==> config.mk <==
export PLATFORM = sky130hd
export DESIGN_NAME = rxrb_ctrl
export DESIGN_NICKNAME = d
export VERILOG_FILES = /design/src/sv/rxrb_pkg.sv /design/src/sv/rxrb_ctrl.sv
export SDC_FILE = /design/constraint.sdc
export NUM_CORES = 1
export LEC_CHECK = 0
export ABC_CLOCK_PERIOD_IN_PS = 12700
export BUFFER_PORTS_ARGS = -buffer_cell sky130_fd_sc_hd__buf_2
export CORE_ASPECT_RATIO = 1.75
export CORE_UTILIZATION = 45
export DETAILED_ROUTE_END_ITERATION = 16
export PLACE_DENSITY = 0.7
export SETUP_SLACK_MARGIN = 0.2
export SLEW_MARGIN = 15
export SYNTH_ARGS = -nofsm -noshare
export SYNTH_HDL_FRONTEND = slang
export SYNTH_SLANG_ARGS = --single-unit
==> constraint.sdc <==
create_clock -name clk_i -period 12.7 [get_ports clk_i]
set_clock_uncertainty 0.2 [all_clocks]
set_input_delay 1.27 -clock clk_i [delete_from_list [all_inputs] [get_ports clk_i]]
set_output_delay 1.27 -clock clk_i [all_outputs]
set_load 0.03 [all_outputs]
==> src/sv/rxrb_pkg.sv <==
// Shared types, constants and helpers for the receive ring buffer.
`timescale 1ns / 1ps
package rxrb_pkg;

  localparam int unsigned DEPTH     = 4096;
  localparam int unsigned PTR_W     = $clog2(DEPTH);
  localparam int unsigned FREE_W    = $clog2(DEPTH + 1);
  localparam int unsigned LEVEL_W   = 13;
  localparam int unsigned FREE_O_W  = 13;
  localparam int unsigned COUNT_W   = 32;
  localparam int unsigned BYTE_W    = 8;
  localparam int unsigned CFG_IDX_W = 1;
  localparam int unsigned CFG_W     = LEVEL_W;
  localparam int unsigned CMP_W     = (FREE_W > LEVEL_W) ? FREE_W : LEVEL_W;

  localparam logic [LEVEL_W-1:0] BUSY_RESET    = LEVEL_W'(1024);
  localparam logic [LEVEL_W-1:0] REFRESH_RESET = LEVEL_W'(2048);

  localparam logic [CFG_IDX_W-1:0] REG_BUSY    = CFG_IDX_W'(0);
  localparam logic [CFG_IDX_W-1:0] REG_REFRESH = CFG_IDX_W'(1);

  typedef enum logic [1:0] {
    ACT_WRITE   = 2'd0,
    ACT_READ    = 2'd1,
    ACT_REFRESH = 2'd2
  } action_e;

  typedef struct packed {
    logic              we;
    logic [PTR_W-1:0]  waddr;
    logic [BYTE_W-1:0] wdata;
    logic              re;
    logic [PTR_W-1:0]  raddr;
  } mem_req_t;

  typedef struct packed {
    logic                read_valid;
    logic                flow_stop;
    logic [FREE_O_W-1:0] free_space;
    logic                overflow;
    logic [COUNT_W-1:0]  bytes_consumed;
  } result_t;

  function automatic logic [PTR_W-1:0] next_pos(input logic [PTR_W-1:0] p);
    logic [PTR_W-1:0] nxt;
    if (p == PTR_W'(DEPTH - 1)) begin
      nxt = '0;
    end else begin
      nxt = p + PTR_W'(1);
    end
    return nxt;
  endfunction

endpackage

==> src/sv/rxrb_ctrl.sv <==
// Pointer, flow control and level register logic of the ring buffer.
`timescale 1ns / 1ps
module rxrb_ctrl (
  input  logic                               clk_i,
  input  logic                               rst_ni,
  input  logic                               accept_i,
  input  logic [1:0]                         action_i,
  input  logic [rxrb_pkg::BYTE_W-1:0]        data_byte_i,
  input  logic                               chunk_end_i,
  input  logic                               cfg_we_i,
  input  logic [rxrb_pkg::CFG_IDX_W-1:0]     cfg_idx_i,
  input  logic [rxrb_pkg::CFG_W-1:0]         cfg_data_i,
  output rxrb_pkg::mem_req_t                 mem_req_o,
  output rxrb_pkg::result_t                  result_d_o
);

  logic [rxrb_pkg::PTR_W-1:0]   wp_q, wp_d, rp_q, rp_d;
  logic                         wait_q, wait_d;
  logic [rxrb_pkg::COUNT_W-1:0] count_q, count_d;
  logic [rxrb_pkg::LEVEL_W-1:0] busy_q, refresh_q;

  logic [rxrb_pkg::FREE_W-1:0]  free_now, free_after;
  logic                         wrote, popped, ovf;

  // Free slots with the write pointer never allowed to catch up with the read pointer.
  always_comb begin
    if (rp_q <= wp_q) begin
      free_now = rxrb_pkg::FREE_W'(rxrb_pkg::DEPTH) + rxrb_pkg::FREE_W'(rp_q)
                 - rxrb_pkg::FREE_W'(wp_q);
    end else begin
      free_now = rxrb_pkg::FREE_W'(rp_q) - rxrb_pkg::FREE_W'(wp_q);
    end
  end

  always_comb begin
    wp_d       = wp_q;
    rp_d       = rp_q;
    wait_d     = wait_q;
    count_d    = count_q;
    wrote      = 1'b0;
    popped     = 1'b0;
    ovf        = 1'b0;
    free_after = free_now;
    case (rxrb_pkg::action_e'(action_i))
      rxrb_pkg::ACT_WRITE: begin
        if (free_now <= rxrb_pkg::FREE_W'(1)) begin
          ovf = 1'b1;
        end else begin
          wrote      = 1'b1;
          wp_d       = rxrb_pkg::next_pos(wp_q);
          free_after = free_now - rxrb_pkg::FREE_W'(1);
        end
        if (chunk_end_i && !wait_q &&
            (rxrb_pkg::CMP_W'(free_after) < rxrb_pkg::CMP_W'(busy_q))) begin
          wait_d = 1'b1;
        end
      end
      rxrb_pkg::ACT_READ: begin
        if (rp_q != wp_q) begin
          popped     = 1'b1;
          rp_d       = rxrb_pkg::next_pos(rp_q);
          count_d    = count_q + rxrb_pkg::COUNT_W'(1);
          free_after = free_now + rxrb_pkg::FREE_W'(1);
        end
      end
      rxrb_pkg::ACT_REFRESH: begin
        if (wait_q &&
            (rxrb_pkg::CMP_W'(free_now) > rxrb_pkg::CMP_W'(refresh_q))) begin
          wait_d = 1'b0;
        end
      end
      default: begin
      end
    endcase
  end

  always_comb begin
    mem_req_o.we    = accept_i && wrote;
    mem_req_o.waddr = wp_q;
    mem_req_o.wdata = data_byte_i;
    mem_req_o.re    = accept_i && popped;
    mem_req_o.raddr = rp_q;

    result_d_o.read_valid     = popped;
    result_d_o.flow_stop      = wait_d;
    result_d_o.free_space     = rxrb_pkg::FREE_O_W'(free_after);
    result_d_o.overflow       = ovf;
    result_d_o.bytes_consumed = count_d;
  end

  always_ff @(posedge clk_i or negedge rst_ni) begin
    if (!rst_ni) begin
      wp_q    <= '0;
      rp_q    <= '0;
      wait_q  <= 1'b0;
      count_q <= '0;
    end else if (accept_i) begin
      wp_q    <= wp_d;
      rp_q    <= rp_d;
      wait_q  <= wait_d;
      count_q <= count_d;
    end
  end

  always_ff @(posedge clk_i or negedge rst_ni) begin
    if (!rst_ni) begin
      busy_q    <= rxrb_pkg::BUSY_RESET;
      refresh_q <= rxrb_pkg::REFRESH_RESET;
    end else if (cfg_we_i) begin
      case (cfg_idx_i)
        rxrb_pkg::REG_BUSY:    busy_q    <= cfg_data_i;
        rxrb_pkg::REG_REFRESH: refresh_q <= cfg_data_i;
        default: begin
        end
      endcase
    end
  end

endmodule

==> impl_summary.log <==
[metrics] element type at the critical path end: primary output
[metrics] number of detailed-routing iterations run before antenna repair: 4
[metrics] EDFF count, synth: 0
[metrics] P&R area growth vs syn: 13.1%
[metrics] fraction of synthesized area in multiplexers: ~3.2%
[metrics] maximum level of the CTS H-tree: 3
[metrics] Max VDD drop: 0.109 mV
[metrics] antenna cells: 0
[metrics] Die ar.: roughly 14000 um2
[metrics] core footprint: 13500 um2
[metrics] Data required, critical path: about 11 ns
[metrics] total CTS buffers: 9
[metrics] routed length per placed instance: 16.1 um
[metrics] number of buffers inserted by post-CTS setup repair: 0
[metrics] vias in the first global route: 5405
[metrics] simple-gate share of the synthesized area: 20.4%
[metrics] effective utilization at floorplan: 46.5%
[metrics] number of instances resized during post-cts repair: 0
[metrics] aggregate routed wire length: 15700 um
[metrics] detail-routed via count per cell: about 5.6
[metrics] unrepaired setup endpoints after global routing: false
[metrics] vertical extent of the die: 158 um
[metrics] startpoint kind of the worst setup timing path: flop
[metrics] TritonCTS sink count: 83
[metrics] result of the run: complete, no violations
[metrics] TritonCTS clock tree: done
[metrics] Final period util: between 50 and 60%
[metrics] dominant register cell in the synthesized netlist: dfrtp_1
[metrics] standard-cell rows: 56
[metrics] actual slew at the worst max-slew pin: 0.846 ns
[metrics] overall fraction of global-route tracks in use: 22.7%
[metrics] Yosys cell types: 65
[metrics] Detail Route Antenna Nets: 0
[metrics] peak per-stage delay on the critical path: 0.51 ns
[metrics] data arrival time at the worst-slack endpoint: 5.85 ns
[metrics] detailed-placement wirelength estimate: about 12000 um
[metrics] number of pins exceeding their max-slew limit in the final report: 0
[metrics] TNS Setup: 0 ns
[metrics] post-synthesis net count: around 800
[metrics] number of filler instances in the final layout: ~1300
[metrics] maximum net fanout on the critical path: 9
[metrics] power density cells: 178 nW/um2
[metrics] Root Buffer Master: clkbuf_16
[metrics] leakage power: 0.00336 uW
[metrics] last weighted congestion value of the routability-driven placer: 0.871
[metrics] synthesized instance count: a little over 700
[metrics] Seq cells post-synth: 83
[metrics] Final setup violation count: 0
[metrics] detailed-route via count: 5452
[metrics] number of DRC markers in iteration 0: 291
[metrics] Nets: 870
[metrics] adder-cell area share of the yosys netlist: 8.91%
[metrics] cell at the slowest stage of the critical path: a211oi_1
[metrics] share of post-route cells with drive strength above 1: roughly 18%
[metrics] final count of hold timing violations: 0
[metrics] max-slew headroom at the worst pin: 43.2%
[metrics] CTS clk-pin slew, worst paths: 0.07 ns
[metrics] Post-Syn Area per Cell: between 8 and 9 um2
[metrics] total global routing overflow: 0
[metrics] ys async rst share: 100%
[metrics] count of buffers from port buffering: 94
[metrics] max cap viols: 0
[metrics] Residual DRC: 0
[metrics] dominant combinational cell family by area after synthesis: simple AND/OR/NAND/NOR gates
[metrics] cell-by-cell trace of the critical path: inv_1 > ha_1 > inv_1 > fa_1 > a211oi_1 > nor4bb_1 > a211oi_1 > o21bai_1 > a221o_1 > a211oi_1 > nand2_1 > nand3_1 > xnor2_1 > ha_1 > a21o_1 > a21o_1 > a21o_1 > a21oi_1 > nor2b_1 > o211ai_1 > a21boi_0 > a31oi_1 > buf_2
[metrics] post-layout total power: approximately 1300 uW
[metrics] fraction of the yosys area taken by sequential cells: 33.2%
[metrics] total standard cell area after synthesis: 6260 um2
[metrics] floorplan die width: a little over 90 um
[metrics] worst min path class: flop to flop
[metrics] antenna violations before repair: 0
[metrics] number of warnings issued by yosys: 0
[metrics] maximum clock insertion buffer count: 2
[metrics] wire length of the first global-routing pass: 25900 um
[metrics] number of hold buffers added after cts: 0
[metrics] number of top-level design ports: 111
[metrics] Setup CP Type: flop to primary output
[metrics] area fraction in compound gates after synthesis: 14.1%
[metrics] clock insertion delay at the later pin of the skew report: 0.35 ns
[metrics] max frequency: 137 MHz
[metrics] largest net degree at the start of global routing: between 50 and 60
[metrics] fraction of synthesized cell area in xor and xnor cells: 13.9%
[metrics] min Tclk post-route: 7.32 ns
-- critical path: cells and delay by family (launching register included) --
kind                       cells  cell delay, ns
and+or+nand+nor                4            0.74
buffers and inverters          3            0.38
AOI/OAI and AO/OA             12            2.92
DFF                            1            0.42
adders and majority gates      3            0.93
xor gates and xnor gates       1            0.09
-- metrics by stage --
step           utilization (%)  instances  hold slack (ns)  cell area, um2  setup slack [ns]
2_1_floorplan                -        726            0.261            6260              6.30
3_5_place_dp              50.5        960            0.276            6790              5.87
6_report                  52.6        975            0.286            7080              5.38
4_1_cts                   52.6        975            0.288            7080              5.44
3_3_place_gp              50.5        960            0.276            6790              5.98
5_1_grt                   52.6        975            0.301            7080              4.92
-- per-layer routing --
| layer | global-route usage [%] | up-vias | wire length (um) |
|---|---|---|---|
| met5 | 0 | - | 0 |
| met4 | 13.3 | 0 | 622 |
| met3 | 2.50 | 46 | 553 |
| met2 | 40.4 | 143 | 8070 |
| met1 | 26.2 | 2604 | 6480 |
| li1 | - | 2659 | - |
-- synthesized netlist by cell type (17+ instances only) --
| library cell | instances | area, um2 |
|---|---|---|
| a21o_1 | 17 | 128 |
| nand3_1 | 42 | 210 |
| nand2_1 | 79 | 297 |
| nor2_1 | 51 | 191 |
| a21oi_1 | 22 | 110 |
| nand4_1 | 23 | 144 |
| xnor2_1 | 82 | 718 |
| inv_1 | 53 | 199 |
| o21ai_0 | 30 | 150 |
| dfrtp_1 | 81 | 2030 |
| clkbuf_1 | 21 | 78.8 |
| xor2_1 | 17 | 149 |
| ha_1 | 43 | 538 |
-- final timing paths --
path | startpoint | to | slack [ns] | cells after the start
min reg2reg | count_q[31]$_DFFE_PN0P_ | count_q[31]$_DFFE_PN0P_ | 0.29 | 1
max in group asynchronous | rst_ni | count_q[1]$_DFFE_PN0P_ | 10.64 | 2
max reg2reg | rp_q[0]$_DFFE_PN0P_ | wait_q$_DFFE_PN0P_ | 6.99 | 23
min in group asynchronous | rst_ni | refresh_q[7]$_DFFE_PN0P_ | 0.64 | 1
max | rp_q[0]$_DFFE_PN0P_ | result_d_o[46] | 5.38 | 23
min | count_q[31]$_DFFE_PN0P_ | count_q[31]$_DFFE_PN0P_ | 0.29 | 1
-- flip-flops by register name (all words and copies together) (netlist names) --
signal	flops
wp_q	12
busy_q	13
wait_q	1
count_q	32
rp_q	12
refresh_q	13
-- final cells by class --
| cell class | instances | area [um2] | area share [%] |
|---|---|---|---|
| Sequential cell | 83 | 2080 | 29.4 |
| Timing Repair Buffer | 97 | 495 | 7.00 |
| Multi-Input combinational cell | 550 | 3780 | 53.4 |
| Tap cell | 174 | 218 | 3.07 |
| Clock buffer | 11 | 243 | 3.43 |
| Inverter | 56 | 210 | 2.97 |
| Clock inverter | 4 | 51.3 | 0.724 |
-- kinds of logic after synthesis --
| logic type | count (synthesis) |
|---|---|
| compound gates | 130 |
| xor+xnor | 99 |
| fa+ha+maj | 44 |
| buf+inv | 93 |
| flops | 83 |
| mux | 18 |
| simple gates | 259 |
-- where the power goes --
group,switching (uW),leakage [uW],total (uW),internal (uW)
registers,34.2,0.00104,330,296
clock network,111,0.000142,268,157
logic,431,0.00218,664,233
total,576,0.00336,1260,685
-- placed cells by master, fill, tap and decap left out, types with 3 or more instances in the layout --
| cell | instances |
|---|---|
| buf_2 | 93 |
| o41ai_1 | 3 |
| nand3_1 | 42 |
| nor2_1 | 51 |
| and2_1 | 5 |
| xnor2_1 | 82 |
| a211oi_1 | 8 |
| nand2_1 | 79 |
| ha_1 | 43 |
| xor2_1 | 17 |
| or3_1 | 4 |
| a21o_1 | 17 |
| o31ai_1 | 5 |
| o21bai_1 | 3 |
| nor2b_1 | 9 |
| nor3_1 | 11 |
| a31o_2 | 3 |
| a21boi_0 | 3 |
| and3_1 | 11 |
| dfrtp_1 | 81 |
| a31oi_1 | 10 |
| buf_4 | 4 |
| mux2_2 | 16 |
| inv_1 | 53 |
| nand4_1 | 23 |
| o21ai_0 | 30 |
| clkbuf_16 | 9 |
| a21oi_1 | 22 |
| and4_1 | 4 |
| or2_2 | 3 |
| nor4_1 | 3 |
Power figures use the tool's default switching activity.
